## config.mk

```make
export PLATFORM = sky130hd
export DESIGN_NAME = vppl_alu
export DESIGN_NICKNAME = d
export VERILOG_FILES = /design/src/rtl/core/assert_macros.svh /design/src/rtl/core/vppl_pkg.sv /design/src/rtl/core/vppl_alu.sv
export SDC_FILE = /design/constraint.sdc
export NUM_CORES = 1
export LEC_CHECK = 0
export BUFFER_PORTS_ARGS = -buffer_cell sky130_fd_sc_hd__buf_2
export CELL_PAD_IN_SITES_DETAIL_PLACEMENT = 0
export CELL_PAD_IN_SITES_GLOBAL_PLACEMENT = 1
export CORE_AREA = 5 5 57 59
export DETAILED_ROUTE_END_ITERATION = 10
export DIE_AREA = 0 0 62 64
export PLACE_DENSITY_LB_ADDON = 0.1
export SLEW_MARGIN = 15
export SYNTH_ARGS = -nofsm -noshare
export SYNTH_HDL_FRONTEND = slang
export SYNTH_SLANG_ARGS = --single-unit
```

## constraint.sdc

```tcl
create_clock -name vclk -period 3.4
set_input_delay 0.34 -clock vclk [all_inputs]
set_output_delay 0.34 -clock vclk [all_outputs]
set_load 0.02 [all_outputs]
```

## src/rtl/core/assert_macros.svh

```systemverilog
// Assertion macros shared by the vocoder peak phase lock RTL.
// No dependencies; each macro expects clk and rst_n in scope.
`ifndef ASSERT_MACROS_SVH
`define ASSERT_MACROS_SVH

// Check that a property holds at every clock edge out of reset
`define VPPL_ASSERT(label, prop, msg) \
    label: assert property (@(posedge clk) disable iff (!rst_n) prop) \
        else $error(msg);

// Check that a condition implies a property in the same cycle
`define VPPL_ASSERT_IMP(label, cond, prop, msg) \
    label: assert property (@(posedge clk) disable iff (!rst_n) (cond) |-> (prop)) \
        else $error(msg);

// Check that a condition implies a property in the next cycle
`define VPPL_ASSERT_NXT(label, cond, prop, msg) \
    label: assert property (@(posedge clk) disable iff (!rst_n) (cond) |=> (prop)) \
        else $error(msg);

`endif

```

## src/rtl/core/vppl_pkg.sv

```systemverilog
// Package for the vocoder peak phase lock core: word types, codes, defaults.
// No dependencies.
package vppl_pkg;

    localparam int DEF_MAX_BINS   = 2048;
    localparam int DEF_PHASE_BITS = 16;

    localparam int CFG_INDEX_BITS = 2;
    localparam int CFG_DATA_BITS  = 32;

    localparam logic [11:0] NUM_BINS_RESET    = 12'd2048;
    localparam logic [15:0] PITCH_RATIO_RESET = 16'd4096;
    localparam logic [31:0] MAG_FLOOR_RESET   = 32'd0;

    typedef enum logic [1:0] {
        KIND_LOAD = 2'd0,
        KIND_PEAK = 2'd1,
        KIND_READ = 2'd2
    } kind_e;

    typedef enum logic [CFG_INDEX_BITS-1:0] {
        REG_NUM_BINS    = 2'd0,
        REG_PITCH_RATIO = 2'd1,
        REG_MAG_FLOOR   = 2'd2
    } reg_index_e;

    typedef struct packed {
        logic [1:0]          kind;
        logic [10:0]         bin_index;
        logic signed [15:0]  analysis_phase;
        logic signed [15:0]  synthesis_phase;
        logic [31:0]         magnitude;
        logic [10:0]         source_peak;
        logic                last_peak;
    } cmd_t;

    typedef struct packed {
        logic [10:0]         read_bin;
        logic signed [15:0]  phase_out;
        logic                was_locked;
    } result_t;

    // Control of the shared adder
    typedef struct packed {
        logic sub;
    } alu_ctl_t;

endpackage

```

## src/rtl/core/vppl_alu.sv

```systemverilog
// Shared adder/subtractor for the locking pass (midpoints and phase sums).
// Depends on vppl_pkg.
module vppl_alu #(
    parameter int WIDTH = 16
) (
    input  vppl_pkg::alu_ctl_t ctl,
    input  logic [WIDTH-1:0]   a,
    input  logic [WIDTH-1:0]   b,
    output logic [WIDTH-1:0]   y
);
    import vppl_pkg::*;

    logic [WIDTH-1:0] b_op;

    // Invert operand for subtraction, carry in supplies the extra one
    always_comb
    begin
        b_op = ctl.sub ? ~b : b;
        y    = a + b_op + WIDTH'(ctl.sub);
    end

endmodule

```

**Word level (Yosys, flattened, before mapping)**

Index checks and enable logic that the tools add are counted.

- Memory bits (read-only): 0
- Input port bits: 33
- Memory bits (writable): 0
- Memories kept: 0
- Logic and storage cells: 4
- Bits in registers: 0
- Latch bits: 0
- Output and inout bits: 16

- Eq/ne operators: 0
- $add $sub $neg: 2
- $mul: 0
- Bitwise gates (word level): 1
- Order comparisons: 0
- Shifts and indexed selects: 0
- Reduce and logical (&&, ||, !) cells: 0
- Multiplexer cells: 1
- Divide/modulo/power cells: 0

Operator list:

| cell | number |
|---|---|
| adder 16 x 1 -> 16 bit | 1 |
| adder 16 bit | 1 |
| two-way mux 16 bit | 1 |
| NOT 16 bit | 1 |

**Logic depth before layout (Yosys ltp)**

- Word-level depth: 4
- Gate-level depth with buffers: 10
- Gate-level depth less buffers: 8

**Worst setup path before layout**

No wires, ideal clock.

- Path kind: in2out
- From: in ctl
- To: out y[9]
- Buffers on the path: 2
- Setup slack: 763 ps
- Stages: 9
- Arrival time: 2,297 ps
- Cells stage by stage: buf_4 -> buf_2 -> xor2_1 -> ha_1 -> a21oi_1 -> o22ai_2 -> o21bai_2 -> a311o_1 -> xnor2_1

- Word-level cells in the longest chain between the ends: 3

RTL lines:

| element | RTL line | text |
|---|---|---|
| start: declaration | vppl_alu.sv:6 | `input vppl_pkg::alu_ctl_t ctl,` |
| two-way mux 16 bit | vppl_alu.sv:18 | `b_op = ctl.sub ? ~b : b;` |
| adder 16 bit | vppl_alu.sv:19 | `y = a + b_op + WIDTH'(ctl.sub);` |
| adder 16 x 1 -> 16 bit * | vppl_alu.sv:19 |  |
| end: declaration | vppl_alu.sv:9 | `output logic [WIDTH-1:0] y` |

Every way passes the cells marked *; elsewhere a longest branch is shown, timed or not.

**Worst setup path in the final report**

- From: in ctl
- To: out y[14]

The elaborated chain is that of the path after synthesis.

==> impl_metrics.csv <==
group,metric,value,unit
setup_path,critPathCaptureType,"output port",
clocking,ctsResizeCount,0,
die,num_rows,19,
sta,finalSetupViolCount,0,
sta,fin_crit,2.82,ns
sta,slew-limit-headroom,70.9,%
placement,post-dp-hpwl,2000,um
finish,fillers,303,
setup_path,cp.arrival,2.48,ns
finish,register_area,0,um2
placement,gp_congestion,0.775,
yosys,yosysTopAreaCell,"xor2_1",
finish,antenna_cells,0,
yosys,synth_top_family_by_area,"XOR/XNOR gates",
finish,clock_buffers,0,
finish,seq_cell_count,0,
run,maxCapViolCount,0,
routing,viasPerCell,5.10,
sta,fin_ws,0.584,ns
grt,antenna_found_initial,0,
setup_path,crit_fanout,16,
yosys,synth_top_area_share,24.5,%
power,irDropWorstVdd,0.000212,V
placement,placed_area,1120,um2
setup_path,path_class,"in -> out",
grt,grt_pass1_vias,879,
sta,fin_hold_ws,0.986,ns
sta,tightest_slew,0.437,ns
yosys,yosys_warnings,0,
routing,remaining_drc_errors,0,
setup_path,startpoint,"ctl",
power,powerDensity,338,nW/um2
yosys,syn_area_per_cell,7.47,um2
setup_path,worst-endpoint-required,3.06,ns
sta,fmax,0.355,GHz
sta,rsz0062_at_grt,"no",
finish,drive_above_1_share,33.1,%
setup_path,startpoint_type,"primary input",
power,p_int,0.149,mW
grt,grt_use_total,10.9,%
power,clockPowerShare,0,%
grt,gr-total-overflow,0,
finish,layout.nets,211,
finish,syn_to_final_growth,30.4,%
die,start_util,32.3,%
sta,slew_viol_final,0,
routing,ant_nets,0,
sta,final-hold-violation-count,0,
placement,pre_cts_ws,0.527,ns
yosys,synthSimpleGateAreaFrac,10.5,%
routing,vias,975,
die,core,2660,um2
setup_path,endpoint,"y[14]",
sta,setup_tns,0,ns
yosys,yosysMostFrequentCell,"xor2_1",
yosys,synth.top_cells.by_count,"xor2_1 (24), a21oi_1 (16), ha_1 (15)",
routing,firstDrtPassIters,2,
yosys,synth_mux_area_share,1.60,%
run_status,status,"completed",
yosys,synth-xor-area-share,31.6,%
yosys,synthesis.nets,164,
yosys,synth_compound_area_share,28.2,%
sta,period_share,82.8,%
die,dieArea,3970,um2
placement,port_buffers,49,
yosys,syn_inst,115,
worst_hold_path,min_path_type,"in -> out",
grt,grt_max_degree,17,
finish,stdcell_count,191,
die,die_h,64,um
routing,initialDrtViolationCount,14,
yosys,synth_fa_ha_area_share,24.2,%
finish,design_area,1120,um2
power,swShare,60.8,%
die,die_x,62,um
clocking,postCtsHoldBufs,0,
routing,detail_route.wl_per_cell,12.1,um
yosys,synth_seq_area_share,0,%
yosys,synth_area_leaders,"xor2_1 (24%), ha_1 (22%), a21oi_1 (9.3%)",
power,power.switching,0.230,mW
die,io_pins,49,
worst_hold_path,hold_depth,3,
power,pwr-share-seq,0,%
clocking,post_cts_buffers,0,
yosys,synth_cell_types,27,
power,combPwrFrac,100.0,%
grt,grt_pass1_wl,3670,um
routing,drt-total-wl,2310,um
yosys,netlist_area,860,um2
placement,dp_cells,191,
power,p_leak,0.556,nW
==> through the flow <==
stage | util, % | total power [mW]
after global routing | 42.1 | 0.422
final | 42.1 | 0.379
after CTS | 42.1 | 0.384
after detailed placement | 42.1 | 0.382
after floorplan | - | 0.272
after global placement | 42.1 | 0.381
==> power by group through the flow <==
stage               Clock [mW]  Combinational, mW  Sequential [mW]
global route                 0              0.422                0
detailed placement           0              0.382                0
floorplan                    0              0.272                0
CTS                          0              0.384                0
finish                       0              0.379                0
global placement             0              0.381                0
==> layout make-up <==
type               count  area, um2  area share, %
multi-input cells    108        826           73.7
repair buffers        49        245           21.9
well taps             31       38.8           3.46
inverters              3       11.3           1.00
==> placed cells by master, fill, tap and decap left out, types with 2 or more instances in the layout <==
master    instances
nor4_1            2
xor2_1           24
buf_2            49
o21bai_1          3
ha_1             15
o21ai_0           9
o31ai_1           3
nand2_1          10
nor2_1            5
nand3_1           2
xnor2_1           7
a21oi_1          16
inv_1             3
==> worst max-delay path, stage by stage <==
cell	delay, ns
buf_2	0.24
mux2i_2	0.28
inv_1	0.09
fa_1	0.40
a21oi_1	0.20
o21bai_1	0.11
a21oi_1	0.28
o21ai_0	0.18
xor2_1	0.17
buf_2	0.17
==> cells by family (layout without fill, tap and decap cells) <==
group	after synthesis	in the layout
AOI/OAI and AO/OA	39	39
xor gates and xnor gates	31	31
adders and majority gates	16	16
buffers and inverters	7	52
muxes	1	1
and+or+nand+nor	21	21
==> worst min path at each step <==
stage / startpoint / end / slack (ns)
finish: a[0] / y[0] / 0.99
global route: a[0] / y[0] / 1.01
CTS: a[0] / y[0] / 0.99
detailed placement: a[0] / y[0] / 0.99
global placement: a[0] / y[0] / 0.99
floorplan: b[0] / y[0] / 0.80
==> layer usage <==
metal	routed length, um	vias up	GRT usage [%]	part of all wire, %
li1	-	508	-	-
met1	1060	440	16.0	46
met2	1070	27	18.1	47
met3	178	0	1.01	7.7
met4	0	0	0	0
met5	0	-	0	0
Note: power is estimated with default switching activity, not from simulation.
